## config.mk

```make
export PLATFORM = sky130hd
export DESIGN_NAME = camera_target_polar_position_unit
export DESIGN_NICKNAME = d
export VERILOG_FILES = /design/src/rtl/ctpp_pkg.sv /design/src/rtl/ctpp_mul.sv /design/src/rtl/ctpp_sqrt.sv /design/src/rtl/ctpp_cordic.sv /design/src/rtl/camera_target_polar_position_unit.sv
export SDC_FILE = /design/constraint.sdc
export NUM_CORES = 2
export LEC_CHECK = 0
export BUFFER_PORTS_ARGS = -buffer_cell sky130_fd_sc_hd__buf_2
export CORE_ASPECT_RATIO = 1.75
export CORE_MARGIN = 10
export CORE_UTILIZATION = 55
export DETAILED_ROUTE_END_ITERATION = 10
export PLACE_DENSITY = 0.71
export SYNTH_ARGS = -nofsm -noshare
export SYNTH_HDL_FRONTEND = slang
export SYNTH_SLANG_ARGS = --single-unit
export TNS_END_PERCENT = 20
```

## constraint.sdc

```tcl
create_clock -name i_clk -period 17.7 [get_ports i_clk]
set_input_delay 3.54 -clock i_clk [delete_from_list [all_inputs] [get_ports i_clk]]
set_output_delay 3.54 -clock i_clk [all_outputs]
set_load 0.01 [all_outputs]
```

## src/rtl/ctpp_pkg.sv

```systemverilog
package ctpp_pkg;

    localparam int CordicItersDef = 16;

    // configuration register indexes
    localparam logic [1:0] REG_HEIGHT = 2'd0;
    localparam logic [1:0] REG_TILT   = 2'd1;
    localparam logic [1:0] REG_DEPTH  = 2'd2;

    // operand and datapath widths
    localparam int MulAW  = 17;
    localparam int MulBW  = 31;
    localparam int MulPW  = MulAW + MulBW;
    localparam int SqrtVW = 36;
    localparam int SqrtRW = SqrtVW / 2;
    localparam int CdXW   = 36;
    localparam int CdZW   = 21;

    localparam logic signed [CdXW-1:0] InvGainQ30 = 36'sd652032874;
    localparam logic signed [CdZW-1:0] Q16Pi      = 21'sd205887;

    // atan(2^-i) in Q16
    function automatic logic [15:0] atan_q16(input logic [4:0] i);
        logic [15:0] v;
        case (i)
            5'd0:    v = 16'd51472;
            5'd1:    v = 16'd30386;
            5'd2:    v = 16'd16055;
            5'd3:    v = 16'd8150;
            5'd4:    v = 16'd4091;
            5'd5:    v = 16'd2047;
            5'd6:    v = 16'd1024;
            5'd7:    v = 16'd512;
            5'd8:    v = 16'd256;
            5'd9:    v = 16'd128;
            5'd10:   v = 16'd64;
            5'd11:   v = 16'd32;
            5'd12:   v = 16'd16;
            5'd13:   v = 16'd8;
            5'd14:   v = 16'd4;
            5'd15:   v = 16'd2;
            5'd16:   v = 16'd1;
            default: v = 16'd0;
        endcase
        return v;
    endfunction

endpackage

```

## src/rtl/ctpp_mul.sv

```systemverilog
module ctpp_mul (
    input  logic                          i_clk,
    input  logic                          i_rst_n,
    input  logic                          i_go,
    input  logic [ctpp_pkg::MulAW-1:0]    i_a,
    input  logic [ctpp_pkg::MulBW-1:0]    i_b,
    output logic [ctpp_pkg::MulPW-1:0]    o_p,
    output logic                          o_done
);
    import ctpp_pkg::*;

    logic [MulAW-1:0] r_a;
    logic [MulPW-1:0] r_b;
    logic [MulPW-1:0] r_acc;
    logic [4:0]       r_cnt;
    logic             r_busy;
    logic             r_done;

    // one multiplier bit per cycle, LSB first
    always_ff @(posedge i_clk) begin
        if (!i_rst_n) begin
            r_busy <= 1'b0;
            r_done <= 1'b0;
            r_cnt  <= '0;
        end else begin
            r_done <= 1'b0;
            if (i_go) begin
                r_a    <= i_a;
                r_b    <= MulPW'(i_b);
                r_acc  <= '0;
                r_cnt  <= '0;
                r_busy <= 1'b1;
            end else if (r_busy) begin
                if (r_a[0])
                    r_acc <= r_acc + r_b;
                r_a   <= r_a >> 1;
                r_b   <= r_b << 1;
                r_cnt <= r_cnt + 5'd1;
                if (r_cnt == 5'(MulAW - 1)) begin
                    r_busy <= 1'b0;
                    r_done <= 1'b1;
                end
            end
        end
    end

    assign o_p    = r_acc;
    assign o_done = r_done;

endmodule

```

## src/rtl/ctpp_sqrt.sv

```systemverilog
module ctpp_sqrt (
    input  logic                          i_clk,
    input  logic                          i_rst_n,
    input  logic                          i_go,
    input  logic [ctpp_pkg::SqrtVW-1:0]   i_v,
    output logic [ctpp_pkg::SqrtRW-1:0]   o_root,
    output logic                          o_done
);
    import ctpp_pkg::*;

    logic [SqrtVW-1:0] r_v;
    logic [SqrtRW+2:0] r_rem;
    logic [SqrtRW-1:0] r_root;
    logic [4:0]        r_cnt;
    logic              r_busy;
    logic              r_done;
    logic [SqrtRW+2:0] rem_sh;
    logic [SqrtRW+2:0] trial;

    // two radicand bits per cycle, restoring
    assign rem_sh = {r_rem[SqrtRW:0], r_v[SqrtVW-1 -: 2]};
    assign trial  = {1'b0, r_root, 2'b01};

    always_ff @(posedge i_clk) begin
        if (!i_rst_n) begin
            r_busy <= 1'b0;
            r_done <= 1'b0;
            r_cnt  <= '0;
        end else begin
            r_done <= 1'b0;
            if (i_go) begin
                r_v    <= i_v;
                r_rem  <= '0;
                r_root <= '0;
                r_cnt  <= '0;
                r_busy <= 1'b1;
            end else if (r_busy) begin
                r_v <= r_v << 2;
                if (rem_sh >= trial) begin
                    r_rem  <= rem_sh - trial;
                    r_root <= {r_root[SqrtRW-2:0], 1'b1};
                end else begin
                    r_rem  <= rem_sh;
                    r_root <= {r_root[SqrtRW-2:0], 1'b0};
                end
                r_cnt <= r_cnt + 5'd1;
                if (r_cnt == 5'(SqrtRW - 1)) begin
                    r_busy <= 1'b0;
                    r_done <= 1'b1;
                end
            end
        end
    end

    assign o_root = r_root;
    assign o_done = r_done;

endmodule

```

## src/rtl/ctpp_cordic.sv

```systemverilog
module ctpp_cordic #(
    parameter int ITERS = ctpp_pkg::CordicItersDef
) (
    input  logic                                i_clk,
    input  logic                                i_rst_n,
    input  logic                                i_go,
    input  logic                                i_vec,
    input  logic signed [ctpp_pkg::CdXW-1:0]    i_x,
    input  logic signed [ctpp_pkg::CdXW-1:0]    i_y,
    input  logic signed [ctpp_pkg::CdZW-1:0]    i_z,
    output logic signed [ctpp_pkg::CdXW-1:0]    o_x,
    output logic signed [ctpp_pkg::CdZW-1:0]    o_z,
    output logic                                o_done
);
    import ctpp_pkg::*;

    localparam int CntW = $clog2(ITERS + 1);

    logic signed [CdXW-1:0] r_x;
    logic signed [CdXW-1:0] r_y;
    logic signed [CdZW-1:0] r_z;
    logic                   r_vec;
    logic [CntW-1:0]        r_cnt;
    logic                   r_busy;
    logic                   r_done;
    logic signed [CdXW-1:0] xs;
    logic signed [CdXW-1:0] ys;
    logic signed [CdZW-1:0] at;
    logic                   up;

    assign xs = r_x >>> r_cnt;
    assign ys = r_y >>> r_cnt;
    assign at = CdZW'(atan_q16(5'(r_cnt)));
    // vectoring drives y to zero, rotation drives z to zero
    assign up = r_vec ? r_y[CdXW-1] : ~r_z[CdZW-1];

    always_ff @(posedge i_clk) begin
        if (!i_rst_n) begin
            r_busy <= 1'b0;
            r_done <= 1'b0;
            r_cnt  <= '0;
        end else begin
            r_done <= 1'b0;
            if (i_go) begin
                r_x    <= i_x;
                r_y    <= i_y;
                r_z    <= i_z;
                r_vec  <= i_vec;
                r_cnt  <= '0;
                r_busy <= 1'b1;
            end else if (r_busy) begin
                if (up) begin
                    r_x <= r_x - ys;
                    r_y <= r_y + xs;
                    r_z <= r_z - at;
                end else begin
                    r_x <= r_x + ys;
                    r_y <= r_y - xs;
                    r_z <= r_z + at;
                end
                r_cnt <= r_cnt + 1'b1;
                if (r_cnt == CntW'(ITERS - 1)) begin
                    r_busy <= 1'b0;
                    r_done <= 1'b1;
                end
            end
        end
    end

    assign o_x    = r_x;
    assign o_z    = r_z;
    assign o_done = r_done;

endmodule

```

## src/rtl/camera_target_polar_position_unit.sv

```systemverilog
// Turns one camera detection (side offset, forward offset, slant range) into a
// stored ground distance and bearing about the robot centre, and returns one
// result per detection with the stored bearing in degrees, the distance and
// flags. One detection at a time: the next is accepted only once the last
// result has been moved into the output register, which can wait on the
// receiver. Slant mode takes three products and a square root, tilted mode a
// CORDIC cosine and one product; accepted detections then take two products, a
// square root and, unless the point is at the origin, a CORDIC bearing. The
// shared bit-serial multiplier (up to five products), the two-bit-a-cycle
// square-root unit, the CORDIC unit (CORDIC_ITERS iterations) and a restoring
// division for the degree conversion do the work. A finished result waits in
// the output register while the next detection is taken in.
module camera_target_polar_position_unit #(
    parameter int CORDIC_ITERS = ctpp_pkg::CordicItersDef
) (
    input  logic        i_clk,
    input  logic        i_rst_n,
    input  logic        s_axis_tvalid,
    output logic        s_axis_tready,
    input  logic [47:0] s_axis_tdata,   // offset_x[15:0], offset_y[31:16], slant_range[47:32]
    output logic        m_axis_tvalid,
    input  logic        m_axis_tready,
    output logic [31:0] m_axis_tdata,   // bearing_deg[8:0], ground_dist[25:9], zero fill
    output logic [1:0]  m_axis_tuser,   // accepted[0], pos_valid[1]
    input  logic        i_cfg_we,
    input  logic [1:0]  i_cfg_idx,
    input  logic [14:0] i_cfg_data
);
    import ctpp_pkg::*;

    localparam logic [4:0] S_IDLE = 5'd0;
    localparam logic [4:0] S_DEC  = 5'd1;
    localparam logic [4:0] S_RR   = 5'd2;
    localparam logic [4:0] S_HH   = 5'd3;
    localparam logic [4:0] S_XX   = 5'd4;
    localparam logic [4:0] S_SQ1  = 5'd5;
    localparam logic [4:0] S_COS  = 5'd6;
    localparam logic [4:0] S_PX   = 5'd7;
    localparam logic [4:0] S_CTR  = 5'd8;
    localparam logic [4:0] S_SS   = 5'd9;
    localparam logic [4:0] S_CC   = 5'd10;
    localparam logic [4:0] S_SQ2  = 5'd11;
    localparam logic [4:0] S_ATN  = 5'd12;
    localparam logic [4:0] S_DEG  = 5'd13;
    localparam logic [4:0] S_DIV  = 5'd14;
    localparam logic [4:0] S_OUT  = 5'd15;

    localparam logic [15:0] TiltLimit  = 16'd3215;
    localparam int          CosBase    = 6431;
    localparam int          Q12Pi      = 12868;
    localparam int          Q12HalfPi  = 6434;
    localparam logic [31:0] MinGroundSq = 32'd10000;
    localparam logic [17:0] DistMax    = 18'd131071;
    localparam logic [23:0] DegDiv     = 24'd80384;

    // bring a signed Q4.12 angle into [-pi/2, pi/2]; bit 17 flags a sign flip
    function automatic logic [17:0] reduce(input logic signed [16:0] a_in);
        logic signed [16:0] a;
        logic               neg;
        a   = a_in;
        neg = 1'b0;
        for (int k = 0; k < 3; k++) begin
            if (a > 17'(Q12HalfPi)) begin
                a   = a - 17'(Q12Pi);
                neg = ~neg;
            end else if (a < -17'(Q12HalfPi)) begin
                a   = a + 17'(Q12Pi);
                neg = ~neg;
            end
        end
        return {neg, a};
    endfunction

    logic [4:0]         r_state;
    logic [11:0]        r_height;
    logic signed [14:0] r_tilt;
    logic signed [12:0] r_depth;
    logic signed [15:0] r_x;
    logic signed [15:0] r_y;
    logic [15:0]        r_r;
    logic               r_cneg;
    logic [31:0]        r_r2;
    logic [31:0]        r_g2;
    logic [MulPW-1:0]   r_ss;
    logic signed [15:0] r_s;
    logic signed [17:0] r_c;
    logic [16:0]        r_dist;
    logic signed [15:0] r_st_angle;
    logic [16:0]        r_st_dist;
    logic               r_have;
    logic               r_ok;
    logic [23:0]        r_num;
    logic [7:0]         r_quo;
    logic [2:0]         r_k;
    logic               r_aneg;
    logic               r_ovalid;
    logic [8:0]         r_odeg;
    logic [16:0]        r_odist;
    logic               r_oacc;
    logic               r_ohave;

    logic               r_mul_go;
    logic [MulAW-1:0]   r_ma;
    logic [MulBW-1:0]   r_mb;
    logic               r_sq_go;
    logic [SqrtVW-1:0]  r_sq_v;
    logic               r_cd_go;
    logic               r_cd_vec;
    logic signed [CdXW-1:0] r_cd_x;
    logic signed [CdXW-1:0] r_cd_y;
    logic signed [CdZW-1:0] r_cd_z;

    logic [MulPW-1:0]       mul_p;
    logic                   mul_done;
    logic [SqrtRW-1:0]      sq_root;
    logic                   sq_done;
    logic signed [CdXW-1:0] cd_x;
    logic signed [CdZW-1:0] cd_z;
    logic                   cd_done;

    logic [15:0]        tilt_abs;
    logic [16:0]        x_abs;
    logic [16:0]        s_abs;
    logic [17:0]        c_abs;
    logic [17:0]        red;
    logic [CdXW-1:0]    cos_abs;
    logic [17:0]        q;
    logic signed [17:0] c_rec;
    logic [SqrtVW-1:0]  sum_sq;
    logic signed [CdZW-1:0] z_rnd;
    logic [16:0]        ang_abs;
    logic [27:0]        num_full;
    logic [23:0]        div_d;

    ctpp_mul u_mul (
        .i_clk  (i_clk),
        .i_rst_n(i_rst_n),
        .i_go   (r_mul_go),
        .i_a    (r_ma),
        .i_b    (r_mb),
        .o_p    (mul_p),
        .o_done (mul_done)
    );

    ctpp_sqrt u_sqrt (
        .i_clk  (i_clk),
        .i_rst_n(i_rst_n),
        .i_go   (r_sq_go),
        .i_v    (r_sq_v),
        .o_root (sq_root),
        .o_done (sq_done)
    );

    ctpp_cordic #(
        .ITERS(CORDIC_ITERS)
    ) u_cordic (
        .i_clk  (i_clk),
        .i_rst_n(i_rst_n),
        .i_go   (r_cd_go),
        .i_vec  (r_cd_vec),
        .i_x    (r_cd_x),
        .i_y    (r_cd_y),
        .i_z    (r_cd_z),
        .o_x    (cd_x),
        .o_z    (cd_z),
        .o_done (cd_done)
    );

    always_comb begin
        tilt_abs = r_tilt[14] ? -16'(r_tilt) : 16'(r_tilt);
        x_abs    = r_x[15] ? -17'(r_x) : 17'(r_x);
        s_abs    = r_s[15] ? -17'(r_s) : 17'(r_s);
        c_abs    = r_c[17] ? -r_c : r_c;
        red      = reduce(17'(CosBase) - 17'(r_tilt));
        cos_abs  = cd_x[CdXW-1] ? -cd_x : cd_x;
        q        = mul_p[47:30];
        c_rec    = r_c - 18'(r_depth);
        sum_sq   = SqrtVW'(r_ss) + SqrtVW'(mul_p);
        z_rnd    = (cd_z + CdZW'(8)) >>> 4;
        ang_abs  = r_st_angle[15] ? -17'(r_st_angle) : 17'(r_st_angle);
        num_full = {11'd0, ang_abs} * 28'd1125;
        div_d    = DegDiv << r_k;
    end

    assign s_axis_tready = (r_state == S_IDLE);

    always_ff @(posedge i_clk) begin
        if (!i_rst_n) begin
            r_height   <= '0;
            r_tilt     <= '0;
            r_depth    <= '0;
        end else if (i_cfg_we) begin
            unique case (i_cfg_idx)
                REG_HEIGHT: r_height <= i_cfg_data[11:0];
                REG_TILT:   r_tilt   <= i_cfg_data;
                REG_DEPTH:  r_depth  <= i_cfg_data[12:0];
                default:    ;
            endcase
        end
    end

    always_ff @(posedge i_clk) begin
        if (!i_rst_n) begin
            r_state    <= S_IDLE;
            r_st_angle <= '0;
            r_st_dist  <= '0;
            r_have     <= 1'b0;
            r_ovalid   <= 1'b0;
            r_mul_go   <= 1'b0;
            r_sq_go    <= 1'b0;
            r_cd_go    <= 1'b0;
        end else begin
            r_mul_go <= 1'b0;
            r_sq_go  <= 1'b0;
            r_cd_go  <= 1'b0;
            if (r_ovalid && m_axis_tready)
                r_ovalid <= 1'b0;

            unique case (r_state)
                S_IDLE: begin
                    if (s_axis_tvalid) begin
                        r_x     <= s_axis_tdata[15:0];
                        r_y     <= s_axis_tdata[31:16];
                        r_r     <= s_axis_tdata[47:32];
                        r_state <= S_DEC;
                    end
                end
                S_DEC: begin
                    if (tilt_abs <= TiltLimit) begin
                        if (16'(r_height) > r_r) begin
                            r_ok    <= 1'b0;
                            r_state <= S_DEG;
                        end else begin
                            r_ok     <= 1'b1;
                            r_ma     <= MulAW'(r_r);
                            r_mb     <= MulBW'(r_r);
                            r_mul_go <= 1'b1;
                            r_state  <= S_RR;
                        end
                    end else begin
                        r_ok     <= 1'b1;
                        r_cneg   <= red[17];
                        r_cd_vec <= 1'b0;
                        r_cd_x   <= InvGainQ30;
                        r_cd_y   <= '0;
                        r_cd_z   <= CdZW'(signed'(red[16:0])) <<< 4;
                        r_cd_go  <= 1'b1;
                        r_state  <= S_COS;
                    end
                end
                S_RR: begin
                    if (mul_done) begin
                        r_r2     <= mul_p[31:0];
                        r_ma     <= MulAW'(r_height);
                        r_mb     <= MulBW'(r_height);
                        r_mul_go <= 1'b1;
                        r_state  <= S_HH;
                    end
                end
                S_HH: begin
                    if (mul_done) begin
                        r_g2     <= r_r2 - mul_p[31:0];
                        r_ma     <= x_abs;
                        r_mb     <= MulBW'(x_abs);
                        r_mul_go <= 1'b1;
                        r_state  <= S_XX;
                    end
                end
                S_XX: begin
                    if (mul_done) begin
                        if (r_g2 < MinGroundSq || mul_p[31:0] > r_g2) begin
                            r_ok    <= 1'b0;
                            r_state <= S_DEG;
                        end else begin
                            r_sq_v  <= SqrtVW'(r_g2 - mul_p[31:0]);
                            r_sq_go <= 1'b1;
                            r_state <= S_SQ1;
                        end
                    end
                end
                S_SQ1: begin
                    if (sq_done) begin
                        r_c     <= 18'(sq_root[15:0]);
                        r_s     <= r_x;
                        r_state <= S_CTR;
                    end
                end
                S_COS: begin
                    if (cd_done) begin
                        // sign of x * cos, taken apart from the magnitude
                        r_cneg   <= r_x[15] ^ r_cneg ^ cd_x[CdXW-1];
                        r_ma     <= x_abs;
                        r_mb     <= cos_abs[MulBW-1:0];
                        r_mul_go <= 1'b1;
                        r_state  <= S_PX;
                    end
                end
                S_PX: begin
                    if (mul_done) begin
                        r_c     <= r_cneg ? -q : q;
                        r_s     <= r_y;
                        r_state <= S_CTR;
                    end
                end
                S_CTR: begin
                    r_c      <= c_rec;
                    r_ma     <= s_abs;
                    r_mb     <= MulBW'(s_abs);
                    r_mul_go <= 1'b1;
                    r_state  <= S_SS;
                end
                S_SS: begin
                    if (mul_done) begin
                        r_ss     <= mul_p;
                        r_ma     <= c_abs[16:0];
                        r_mb     <= MulBW'(c_abs);
                        r_mul_go <= 1'b1;
                        r_state  <= S_CC;
                    end
                end
                S_CC: begin
                    if (mul_done) begin
                        r_sq_v  <= sum_sq;
                        r_sq_go <= 1'b1;
                        r_state <= S_SQ2;
                    end
                end
                S_SQ2: begin
                    if (sq_done) begin
                        r_dist <= (sq_root > DistMax) ? DistMax[16:0] : sq_root[16:0];
                        if (r_s == '0 && r_c == '0) begin
                            r_st_dist  <= (sq_root > DistMax) ? DistMax[16:0]
                                                              : sq_root[16:0];
                            r_st_angle <= '0;
                            r_have     <= 1'b1;
                            r_state    <= S_DEG;
                        end else begin
                            r_cd_vec <= 1'b1;
                            // c < 0: pre-rotate by pi
                            if (r_c[17]) begin
                                r_cd_x <= -(CdXW'(r_c) <<< 16);
                                r_cd_y <= -(CdXW'(r_s) <<< 16);
                                r_cd_z <= r_s[15] ? -Q16Pi : Q16Pi;
                            end else begin
                                r_cd_x <= CdXW'(r_c) <<< 16;
                                r_cd_y <= CdXW'(r_s) <<< 16;
                                r_cd_z <= '0;
                            end
                            r_cd_go <= 1'b1;
                            r_state <= S_ATN;
                        end
                    end
                end
                S_ATN: begin
                    if (cd_done) begin
                        r_st_angle <= z_rnd[15:0];
                        r_st_dist  <= r_dist;
                        r_have     <= 1'b1;
                        r_state    <= S_DEG;
                    end
                end
                S_DEG: begin
                    r_num   <= num_full[23:0];
                    r_aneg  <= r_st_angle[15];
                    r_quo   <= '0;
                    r_k     <= 3'd7;
                    r_state <= S_DIV;
                end
                S_DIV: begin
                    // restoring division by a constant, one quotient bit a cycle
                    if (r_num >= div_d) begin
                        r_num <= r_num - div_d;
                        r_quo <= {r_quo[6:0], 1'b1};
                    end else begin
                        r_quo <= {r_quo[6:0], 1'b0};
                    end
                    r_k <= r_k - 3'd1;
                    if (r_k == 3'd0)
                        r_state <= S_OUT;
                end
                S_OUT: begin
                    if (!r_ovalid || m_axis_tready) begin
                        r_ovalid <= 1'b1;
                        r_odeg   <= r_aneg ? -9'(r_quo) : 9'(r_quo);
                        r_odist  <= r_st_dist;
                        r_oacc   <= r_ok;
                        r_ohave  <= r_have;
                        r_state  <= S_IDLE;
                    end
                end
                default: r_state <= S_IDLE;
            endcase
        end
    end

    assign m_axis_tvalid = r_ovalid;
    assign m_axis_tdata  = {6'd0, r_odist, r_odeg};
    assign m_axis_tuser  = {r_ohave, r_oacc};

endmodule

```

==> impl_metrics.yaml <==
global_routing:
  gr-usage-met2: 0.501
  grt_start_max_net_pins: 73
  grt_pass1_wl_um: 253000
  grt_util_met1: 0.278
  busiest_layer: "met2"
  first_global_vias: 44199
  grt_overflow: 0
  globalRouteTotalUtil: 0.276
  grt_antenna_before_repair: 5
  grt_util_met3: 0.0405
critical_path:
  cp_top_family: "compound AO/OA/AOI/OAI gates"
  reg2reg_capture_point: "u_cordic.o_x[34]"
  worst-path-max-fanout: 45
  worst_path_depth: 25
  critPathRequiredTime_ps: 18120
  timing.rr.start: "u_cordic.r_cnt[1]"
  worst_path_largest_cell_delay_ps: 790
  worst_setup_path_startpoint: "u_cordic.r_cnt[1]"
  crit_buf_inv: 1
  class_of_the_most_critical_setup_path: "register to register"
  timing.critical_path.arrival_ps: 8540
  critical_path.endpoint_type: "register"
  ff2ff_path_depth: 25
  end_of_the_critical_path: "u_cordic.o_x[34]"
  slack_of_the_worst_reg_to_reg_path_ps: 9580
  crit_path_start_kind: "register"
  worst_path_max_delay_cell: "sky130_fd_sc_hd__a2111oi_0"
layout:
  area.sequential_mm2: 0.0229
  syn_to_layout_area_delta_pct: 7.95
  fill_cells: 8839
  multiInputGateArea_mm2: 0.0319
  layout_cells_sized_above_1: 0.0989
  layout_commonest_cell: "sky130_fd_sc_hd__edfxtp_1"
  fin_nets: 6335
  final_area_mm2: 0.0614
  most-common-layout-cells: "sky130_fd_sc_hd__edfxtp_1 (681), sky130_fd_sc_hd__nand2_1 (619), sky130_fd_sc_hd__nor2_1 (445)"
  postLayoutCoreUtil: 0.595
clocking:
  clk-insertion-delay-late_ps: 690
  cts_max_path_buffers: 3
  tritoncts_clock_tree: "done"
  cts_root_buf: "sky130_fd_sc_hd__clkbuf_16"
  cts_made_buffers: 78
  postCtsSetupRepairBufs: 0
  post_cts_hold_buffer_count: 0
  number_of_sinks_on_the_clock_net: 800
  ctsHtreeMaxLevel: 3
  clkSlewWorstSetupHoldPaths_ps: 60
  post_cts_resize_count: 0
power:
  power_per_cell_area_mw_per_mm2: 98.3
  switching_share: 0.334
  netSwitchingPower_uw: 2020
  seq_power_share: 0.405
  power_leakage_uw: 0.0240
  total_power_uw: 6030
  pwr-share-clk: 0.299
  vdd_drop_max_mv: 0.0848
  comb_pwr_share: 0.297
  power.internal_uw: 4010
placement:
  placedInstanceArea_mm2: 0.0586
  numPortBuffers: 99
  dp_hpwl_um: 126000
  gp_routability_congestion: 0.975
  worst_setup_slack_after_placement_ps: 9630
logic_synthesis:
  syn_area_mm2: 0.0568
  synth_ff_type: "sky130_fd_sc_hd__edfxtp_1"
  synth_sequential_area_ratio: 0.402
  number_of_synthesized_flops_with_an_enable_pin: 681
  synthesis.area_per_instance_um2: 9.82
  synthesis_stage_register_bit_count: 800
  synth-async-reset-ratio: 0
  postSynthCellCount: 5789
  yosys_warnings: 0
  synth_cell_types: 103
floorplanning:
  floorplan.die.width_um: 263
  die-height_um: 445
  initial_core_util: 0.552
  floorplan.die_area_mm2: 0.117
  top_level_ports: 106
  std_cell_rows: 156
  core-area_mm2: 0.103
timing:
  finalSetupTns_ps: 0
  max-slew-margin-rel: 0.149
  maxClockFrequency_mhz: 123
  rsz0062_at_grt: "false"
  final_worst_clock_skew_ps: 32.2
  timing.final.setup_violations: 0
  timing.final.crit_share: 0.459
  finalHoldViolCount: 0
  time_the_final_worst_path_needs_with_i_o_delays_and_setup_ps: 8120
  crit_path_setup_slack_layout_ps: 9580
  worst_pin_slew_ps: 1240
  slew_violations: 0
detailed_routing:
  route.detailed.vias_per_inst: 6.20
  drt_pass1_iterations: 6
  postRouteAntennaNets: 0
  routed_wirelength_um: 166000
  detailedRoute.firstIterationViolations: 3353
  post_drt_wl_per_cell_um: 23.0
  detailroute.via_count: 44671
  post-route-drc-count: 0
outcome:
  outcome: "complete, no violations"
flow_run:
  cap_viol_max_count: 0
worst_hold_path:
  min_path_type: "register to register"
  hold_start: "r_cd_vec"
[power groups by stage]
| stage | logic, µW | registers [µW] | clock network (µW) |
|---|---|---|---|
| after floorplan | 1340 | 2400 | 0 |
| after global placement | 1710 | 2470 | 0 |
| after detailed placement | 1750 | 2480 | 0 |
| after CTS | 1760 | 2440 | 1830 |
| after global routing | 1960 | 2450 | 1900 |
| final | 1790 | 2440 | 1800 |
[cell families after synthesis]
logic type                 synth area share
xor gates and xnor gates             0.0757
other                             0.0000660
muxes                                0.0675
AOI/OAI and AO/OA                     0.156
buffers and inverters                0.0402
adders and majority gates             0.111
and+or+nand+nor                       0.148
DFF                                   0.402
[worst min path at each step]
stage / endpoint / slack [ps] / cells after the start
global route: u_cordic.r_vec / 430 / 0
CTS: u_cordic.r_vec / 430 / 0
detailed placement: u_cordic.r_vec / 410 / 0
global placement: u_cordic.r_vec / 400 / 0
finish: u_cordic.r_vec / 420 / 0
floorplan: r_oacc / 400 / 0
[layer usage]
| layer | vias up | part of all wire |
|---|---|---|
| met5 | - | 0.00016 |
| met4 | 4 | 0.090 |
| met3 | 553 | 0.050 |
| met2 | 1407 | 0.51 |
| met1 | 21652 | 0.34 |
| li1 | 21055 | - |
[sequential cells by signal, indices dropped and copies added, names as in the netlist, 20 cells and up]
register / flops
r_ss: 36
r_r2: 32
r_cd_y: 20
u_mul.r_b: 48
u_cordic.r_y: 36
r_g2: 32
u_cordic.o_z: 21
u_sqrt.r_v: 36
r_sq_v: 36
u_mul.o_p: 48
r_mb: 31
r_cd_x: 21
u_cordic.o_x: 36
[cell usage after synthesis (27+ instances only)]
cell	count	area [µm²]
sky130_fd_sc_hd__a211oi_1	28	210
sky130_fd_sc_hd__a21boi_0	53	398
sky130_fd_sc_hd__a21o_1	87	653
sky130_fd_sc_hd__a21oi_1	372	1860
sky130_fd_sc_hd__a311oi_1	27	236
sky130_fd_sc_hd__a31oi_1	39	244
sky130_fd_sc_hd__and2_1	40	250
sky130_fd_sc_hd__and3_1	48	300
sky130_fd_sc_hd__buf_1	32	120
sky130_fd_sc_hd__clkbuf_1	185	694
sky130_fd_sc_hd__dfxtp_1	119	2380
sky130_fd_sc_hd__edfxtp_1	681	20400
sky130_fd_sc_hd__fa_1	44	881
sky130_fd_sc_hd__ha_1	433	5420
sky130_fd_sc_hd__inv_1	327	1230
sky130_fd_sc_hd__mux2_2	114	1280
sky130_fd_sc_hd__mux2i_1	84	841
sky130_fd_sc_hd__mux4_2	76	1710
sky130_fd_sc_hd__nand2_1	620	2330
sky130_fd_sc_hd__nand2b_1	55	344
sky130_fd_sc_hd__nand3_1	89	445
sky130_fd_sc_hd__nand4_1	32	200
sky130_fd_sc_hd__nor2_1	450	1690
sky130_fd_sc_hd__nor2b_1	126	788
sky130_fd_sc_hd__nor3_1	122	611
sky130_fd_sc_hd__o21a_1	76	571
sky130_fd_sc_hd__o21ai_0	350	1750
sky130_fd_sc_hd__o21bai_1	35	263
sky130_fd_sc_hd__o221ai_1	29	254
sky130_fd_sc_hd__o31ai_1	66	495
sky130_fd_sc_hd__or2_2	31	194
sky130_fd_sc_hd__or3_1	63	394
sky130_fd_sc_hd__xnor2_1	263	2300
sky130_fd_sc_hd__xor2_1	221	1940
[per-stage QoR]
step | hold WS [ps] | instances
5_1_grt | 433 | 7199
2_1_floorplan | 400 | 5800
6_report | 423 | 7202
3_5_place_dp | 408 | 7050
4_1_cts | 428 | 7196
3_3_place_gp | 403 | 7050
[layout make-up]
| type | count | share of cell area |
|---|---|---|
| Inverter | 332 | 0.0203 |
| Tap cell | 1343 | 0.0274 |
| Timing Repair Buffer | 160 | 0.0156 |
| Sequential cell | 800 | 0.372 |
| Antenna cell | 5 | 0.000204 |
| Multi-Input combinational cell | 4416 | 0.519 |
| Clock buffer | 106 | 0.0362 |
| Clock inverter | 40 | 0.00852 |
No activity file was read; power rests on OpenSTA's default activity.
